==> src/rtl/fhfi_pkg.sv <==
`timescale 1ns / 1ps
`default_nettype none
// fhfi_pkg: shared types, field widths, register indexes and helpers
// for the floor heat flux integrator; no dependencies

package fhfi_pkg;

  localparam int TEMP_W     = 18;
  localparam int FLUX_W     = 18;
  localparam int UVAL_W     = 16;
  localparam int FCAP_W     = 24;
  localparam int ACAP_W     = 20;
  localparam int STEP_W     = 12;
  localparam int CFG_IDX_W  = 3;
  localparam int CFG_DATA_W = 24;

  // raw flux, raw flux sum and scaled numerators
  localparam int PFLUX_W    = 35;
  localparam int XF_W       = 48;
  localparam int XA_W       = 47;
  localparam int FNUM_W     = 39;
  localparam int QUO_W      = 20;
  localparam int SAT_W      = 22;
  localparam int MEAN_SHIFT = 14;
  localparam int RAW_SHIFT  = 8;

  localparam logic [CFG_IDX_W-1:0] CFG_U_AIR     = 3'd0;
  localparam logic [CFG_IDX_W-1:0] CFG_U_SOIL    = 3'd1;
  localparam logic [CFG_IDX_W-1:0] CFG_FLOOR_CAP = 3'd2;
  localparam logic [CFG_IDX_W-1:0] CFG_AIR_CAP   = 3'd3;
  localparam logic [CFG_IDX_W-1:0] CFG_STEP      = 3'd4;

  localparam logic [UVAL_W-1:0] U_AIR_RST     = 16'd1920;
  localparam logic [UVAL_W-1:0] U_SOIL_RST    = 16'd1920;
  localparam logic [FCAP_W-1:0] FLOOR_CAP_RST = 24'd42000;
  localparam logic [ACAP_W-1:0] AIR_CAP_RST   = 20'd4790;
  localparam logic [STEP_W-1:0] STEP_RST      = 12'd120;

  localparam logic signed [TEMP_W-1:0] FLOOR_TEMP_RST = 18'sd18432;

  localparam logic signed [SAT_W-1:0] TEMP_HI = 22'sd131071;
  localparam logic signed [SAT_W-1:0] TEMP_LO = -22'sd131072;

  typedef struct packed {
    logic load_in;
    logic start_ndiv;
    logic load_n;
    logic load_den;
    logic mul_flux;
    logic mul_step;
    logic start_sub;
    logic update_sub;
    logic start_mean;
    logic load_out;
  } fhfi_cmd_t;

  typedef struct packed {
    logic div_done;
    logic last_sub;
  } fhfi_sts_t;

  function automatic logic signed [TEMP_W-1:0] sat_temp(input logic signed [SAT_W-1:0] v);
    logic signed [TEMP_W-1:0] r;
    priority if (v > TEMP_HI) begin
      r = TEMP_HI[TEMP_W-1:0];
    end else if (v < TEMP_LO) begin
      r = TEMP_LO[TEMP_W-1:0];
    end else begin
      r = v[TEMP_W-1:0];
    end
    return r;
  endfunction

endpackage

`default_nettype wire

==> src/rtl/fhfi_ctrl.sv <==
`timescale 1ns / 1ps
`default_nettype none
// fhfi_ctrl: sequencer for substep count, substep loop, mean and output slot
// uses fhfi_pkg command and status types

module fhfi_ctrl (
  input  wire logic                 clk_i,
  input  wire logic                 rst_ni,
  input  wire logic                 in_valid_i,
  output logic                      in_stall_o,
  output logic                      out_valid_o,
  input  wire logic                 out_stall_i,
  input  wire fhfi_pkg::fhfi_sts_t  sts_i,
  output fhfi_pkg::fhfi_cmd_t       cmd_o
);

  localparam logic [3:0] ST_IDLE  = 4'd0;
  localparam logic [3:0] ST_NDIV  = 4'd1;
  localparam logic [3:0] ST_DEN   = 4'd2;
  localparam logic [3:0] ST_MUL1  = 4'd3;
  localparam logic [3:0] ST_MUL2  = 4'd4;
  localparam logic [3:0] ST_SDIV  = 4'd5;
  localparam logic [3:0] ST_SWAIT = 4'd6;
  localparam logic [3:0] ST_MEAN  = 4'd7;
  localparam logic [3:0] ST_MWAIT = 4'd8;
  localparam logic [3:0] ST_HOLD  = 4'd9;

  logic [3:0] state_q, state_d;
  logic       out_valid_q, out_valid_d;
  logic       slot_free;

  assign slot_free = !out_valid_q || !out_stall_i;

  always_comb begin
    state_d = state_q;
    cmd_o   = '0;
    unique case (state_q)
      ST_IDLE: begin
        if (in_valid_i) begin
          cmd_o.load_in    = 1'b1;
          cmd_o.start_ndiv = 1'b1;
          state_d          = ST_NDIV;
        end
      end
      ST_NDIV: begin
        if (sts_i.div_done) begin
          cmd_o.load_n = 1'b1;
          state_d      = ST_DEN;
        end
      end
      ST_DEN: begin
        cmd_o.load_den = 1'b1;
        state_d        = ST_MUL1;
      end
      ST_MUL1: begin
        cmd_o.mul_flux = 1'b1;
        state_d        = ST_MUL2;
      end
      ST_MUL2: begin
        cmd_o.mul_step = 1'b1;
        state_d        = ST_SDIV;
      end
      ST_SDIV: begin
        cmd_o.start_sub = 1'b1;
        state_d         = ST_SWAIT;
      end
      ST_SWAIT: begin
        if (sts_i.div_done) begin
          cmd_o.update_sub = 1'b1;
          state_d          = sts_i.last_sub ? ST_MEAN : ST_MUL1;
        end
      end
      ST_MEAN: begin
        cmd_o.start_mean = 1'b1;
        state_d          = ST_MWAIT;
      end
      ST_MWAIT: begin
        if (sts_i.div_done) begin
          if (slot_free) begin
            cmd_o.load_out = 1'b1;
            state_d        = ST_IDLE;
          end else begin
            state_d = ST_HOLD;
          end
        end
      end
      ST_HOLD: begin
        if (slot_free) begin
          cmd_o.load_out = 1'b1;
          state_d        = ST_IDLE;
        end
      end
      default: begin
        state_d = ST_IDLE;
      end
    endcase
  end

  always_comb begin
    out_valid_d = out_valid_q;
    priority if (cmd_o.load_out) begin
      out_valid_d = 1'b1;
    end else if (!out_stall_i) begin
      out_valid_d = 1'b0;
    end
  end

  always_ff @(posedge clk_i or negedge rst_ni) begin
    if (!rst_ni) begin
      state_q     <= ST_IDLE;
      out_valid_q <= 1'b0;
    end else begin
      state_q     <= state_d;
      out_valid_q <= out_valid_d;
    end
  end

  assign in_stall_o  = (state_q != ST_IDLE);
  assign out_valid_o = out_valid_q;

endmodule

`default_nettype wire

==> config.mk <==
export PLATFORM = sky130hd
export DESIGN_NAME = fhfi_ctrl
export DESIGN_NICKNAME = d
export VERILOG_FILES = /design/src/rtl/fhfi_pkg.sv /design/src/rtl/fhfi_ctrl.sv
export SDC_FILE = /design/constraint.sdc
export NUM_CORES = 1
export LEC_CHECK = 0
export ABC_AREA = 1
export BUFFER_PORTS_ARGS = -buffer_cell sky130_fd_sc_hd__buf_4
export CAP_MARGIN = 0
export CORE_AREA = 3 3 40 42
export DETAILED_ROUTE_END_ITERATION = 16
export DIE_AREA = 0 0 43 45
export PLACE_DENSITY = 0.58
export SYNTH_ARGS = -nofsm -noshare
export SYNTH_HDL_FRONTEND = slang
export SYNTH_SLANG_ARGS = --single-unit
==> constraint.sdc <==
create_clock -name clk_i -period 1 [get_ports clk_i]
set_input_delay 0.1 -clock clk_i [delete_from_list [all_inputs] [get_ports clk_i]]
set_output_delay 0.1 -clock clk_i [all_outputs]
set_load 0.01 [all_outputs]
Word-level counts from Yosys, hierarchy flattened
Index checks and enable logic that the tools add are counted.
- output and inout port bits: 12
- logic and storage cells: 46
- register bits after elaboration: 5
- multiplexer cells: 23
- equality and inequality tests: 15
- reductions and logical operators: 6
- operator list (kind ; count):
    4-bit case mux with 10 select lines ; 1
    4-bit two-way mux ; 6
    4-bit by 3-bit equality test with 1-bit output, second input constant ; 4
    1-bit two-way mux ; 12
    2-bit inequality test, second input constant ; 5
    4-bit by 2-bit equality test with 1-bit output, second input constant ; 2
    4-bit equality test, second input constant ; 2
    5-bit AND reduction ; 1
    4-bit by 1-bit equality test with 1-bit output, second input constant ; 1
    4-bit logical NOT ; 1
    2-bit two-way mux ; 2
    4-bit nonzero test ; 1
    3-bit two-way mux ; 1
    1-bit logical NOT ; 2
    2-bit by 1-bit inequality test with 1-bit output, second input constant ; 1
    1-bit case mux with 2 select lines ; 1
    1-bit logical OR ; 1

Depth between registers and ports, before layout
- word-level depth: 6
- mapped depth: 9

Worst setup path before layout
Ideal clock, no wire load.
- path type: register to output
- from: register state_q[3]
- to: output cmd_o[9] in the netlist's numbering
- data required time: 0.900 ns
- stages on the path, launching flop included: 5
- arrival time: 1.175 ns
- path slack: -0.275 ns
- path buffers: 1
- cell sequence: dfrtp_1 nor2_1 nand2_1 nor2_1 buf_4
- RTL lines (element ; RTL line ; source):
    from (decl) ; fhfi_ctrl.sv:28 ; logic [3:0] state_q, state_d;
    from (signal assigned) ; fhfi_ctrl.sv:113 ; state_q <= state_d;
    to (decl) ; fhfi_ctrl.sv:14 ; output fhfi_pkg::fhfi_cmd_t cmd_o

==> results.txt <==
outcome: complete, but fails checks
violated checks: negative setup slack
overall die area: 0.00194 mm2
row count: 13
CTS tree: yes
crit end category: output port
Routed WL per cell: 10.6 um
Max Freq: 0.747 GHz
startpoint types: register
RSZ-0062 raised after global routing: yes
WP data required: 0.90 ns
final core occ: 56.4%
YS warnings: 0
max-cap viol count: 0
fin. max-slew vios: 0
synth top area cells: dfrtp_1, nand2_1, nand3_1, inv_1, buf_4
Max clock buf depth: 2
Cells after Synth: 66
vias per cell: 4.50
all-layer global routing usage: 13.5%
largest net degree at the start of global routing: 9
crit path max-delay cell type: dfrtp_2
Clock Skew: 0.00219 ns
area leader, netlist: dfrtp_1
filler instances: 120
placed cell count: 101
crit path DAT: 1.24 ns
Port Buf Inserts: 17
growth of design area from synthesis to finish: 67.3%
count of final setup violators: 15
Max transition margin: 84.6%
Hold Crit Start: out_stall_i
period utilization: 134%
Clock Latency Late Sink: 0.23 ns
H-tree depth: 1
initial drt markers: 4
Cells on Worst Hold Path: 3
Worst VDD drop: 0.00131 V
reg2reg setup slack: -0.25 ns
initial core utilization: 33.7%
Largest stage delay, worst path: 0.45 ns
post-synthesis sequential area ratio: 28.9%
synth unique cells: 18
r2r startpoint: state_q[0]$_DFFE_PN0P_
fin worst setup slack: -0.339 ns
initial antenna violation count: 0
post-detail-place hpwl: 903 um
CTS buffer count: 3
Crit path max-delay family: flip-flops
Synth Register Bits: 5
post-route minimum period: 1.34 ns
Sink Count: 5
R2R depth: 7
I/O pin cnt: 18
GP Congestion: 0.853
die height: 45 um
Finished Layout Cells: 109
Final ANT Viol Nets: 0
first drt pass iteration count: 4
Syn Area/Cell: 6.56 um2
PwrDens: 2960 mW/mm2
synthesized cell area: 433 um2
Final Hold Violating Endpoints: 0
DR vias: 491
Leak: 0.398 nW
fin nets: 101
vias in the first global route: 467
share of layout cells above drive strength 1: 55.3%
crit path cell chain: nor2_4 > buf_6 > nand2_4 > nor2_4 > buf_6
clk slew on worst S/H paths: 0.04 ns
global-route wire length before repair: 1970 um
Slew @ Worst Pin: 0.229 ns
die boundary width: 43 um
routed wire length: 1150 um
Synth top area share: 28.9%
total grt overflow: 0
reg2reg end: state_q[0]$_DFFE_PN0P_
worst hold path endpoint: out_valid_o$_DFFE_PN0P_
n_diodes: 0
Net Count, Synth: 72
critical path buffer and inverter count: 2
clock root buffer: clkbuf_4
Worst Path Max Fanout: 4
WS Path Type: reg -> out
DRC violations left: 0
Core Region: 0.00128 mm2
hold crit path type: in -> reg
final cells by class:
| cell class | instances | area [um2] | area share [%] |
|---|---|---|---|
| sequential | 5 | 130 | 18.0 |
| multi-input combinational | 46 | 288 | 39.7 |
| timing repair buffer | 27 | 216 | 29.9 |
| inverter | 12 | 45.0 | 6.22 |
| clock buffer | 4 | 26.3 | 3.63 |
| tap | 15 | 18.8 | 2.59 |
cell usage after synthesis (all sizes together):
cell / number
nand2: 16
inv: 12
nor2: 11
nand3: 9
dfrtp: 5
o21ai: 4
buf: 3
nor3: 3
a21oi: 1
nor4: 1
o211ai: 1
where the power goes:
| part | internal [mW] | switching (mW) |
|---|---|---|
| sequential | 0.297 | 0.183 |
| clock | 0.150 | 0.0716 |
| combinational | 0.705 | 0.739 |
| total | 1.15 | 0.994 |
cell usage in the layout, fill, tap and decap left out:
cell type | netlist | routed
a21oi_1 | 1 | 1
buf_4 | 3 | 23
buf_6 | 0 | 3
clkbuf_1 | 0 | 1
clkbuf_4 | 0 | 3
dfrtp_1 | 5 | 1
dfrtp_2 | 0 | 4
dlygate4sd3_1 | 0 | 1
inv_1 | 7 | 7
inv_2 | 5 | 5
nand2_1 | 13 | 12
nand2_2 | 2 | 2
nand2_4 | 1 | 2
nand3_1 | 8 | 8
nand3_2 | 1 | 1
nor2_1 | 6 | 4
nor2_4 | 2 | 7
nor3_1 | 3 | 1
nor3_2 | 0 | 2
nor4_1 | 1 | 1
o211ai_1 | 1 | 1
o21ai_0 | 3 | 3
o21ai_1 | 1 | 1
metrics by stage:
| step | TNS [ns] | worst slack, ns | total power, mW | area (um2) | hold slack [ns] |
|---|---|---|---|---|---|
| floorplan | -0.487 | -0.0677 | 1.28 | 467 | -0.196 |
| global placement | -1.91 | -0.214 | 1.75 | 632 | -0.0962 |
| detailed placement | -1.96 | -0.246 | 1.74 | 632 | -0.0973 |
| CTS | -4.41 | -0.367 | 2.11 | 709 | 0.0937 |
| global route | -5.46 | -0.423 | 2.36 | 724 | 0.109 |
| finish | -4.20 | -0.339 | 2.15 | 724 | 0.0950 |
cell families (layout without fill, tap and decap cells):
logic type,count (synthesis),after routing,synth area share [%]
compound gates,6,6,7.51
flops,5,5,28.9
buf+inv,15,43,15.6
simple gates,40,40,48.0
worst min-delay path: cells and delay by family:
kind	cells	cell delay [ns]
buffers and inverters	1	0.08
AND/OR/NAND/NOR	2	0.12
flip-flops by register name, indices dropped and copies added, names as in the netlist:
| register | cells |
|---|---|
| out_valid_o | 1 |
| state_q | 4 |
how the worst max path moves through the flow:
stage,slack [ns],start,cells past startpoint,endpoint
after floorplan,-0.07,state_q[0]$_DFFE_PN0P_,7,state_q[3]$_DFFE_PN0P_
after global placement,-0.21,state_q[0]$_DFFE_PN0P_,6,state_q[2]$_DFFE_PN0P_
after detailed placement,-0.25,state_q[0]$_DFFE_PN0P_,7,state_q[0]$_DFFE_PN0P_
after CTS,-0.37,state_q[3]$_DFFE_PN0P_,5,cmd_o[8]
after global routing,-0.42,state_q[2]$_DFFE_PN0P_,5,cmd_o[8]
final,-0.34,state_q[2]$_DFFE_PN0P_,5,cmd_o[8]
metal layers:
layer,up-vias,track usage (%),wire length [um]
met5,-,0,0
met1,216,17.6,534
met4,0,3.01,0
met2,14,21.0,558
li1,261,-,-
met3,0,5.58,60
timing repair:
action,4_1_cts,5_1_grt
setup buffers,1,2
endpoints found under the setup margin,15,15
gates resized for setup,9,0
hold buffers,1,0
hold endpoints to repair,5,0
pin swaps,4,3
cloned,0,0
No activity file was read; power rests on OpenSTA's default activity.
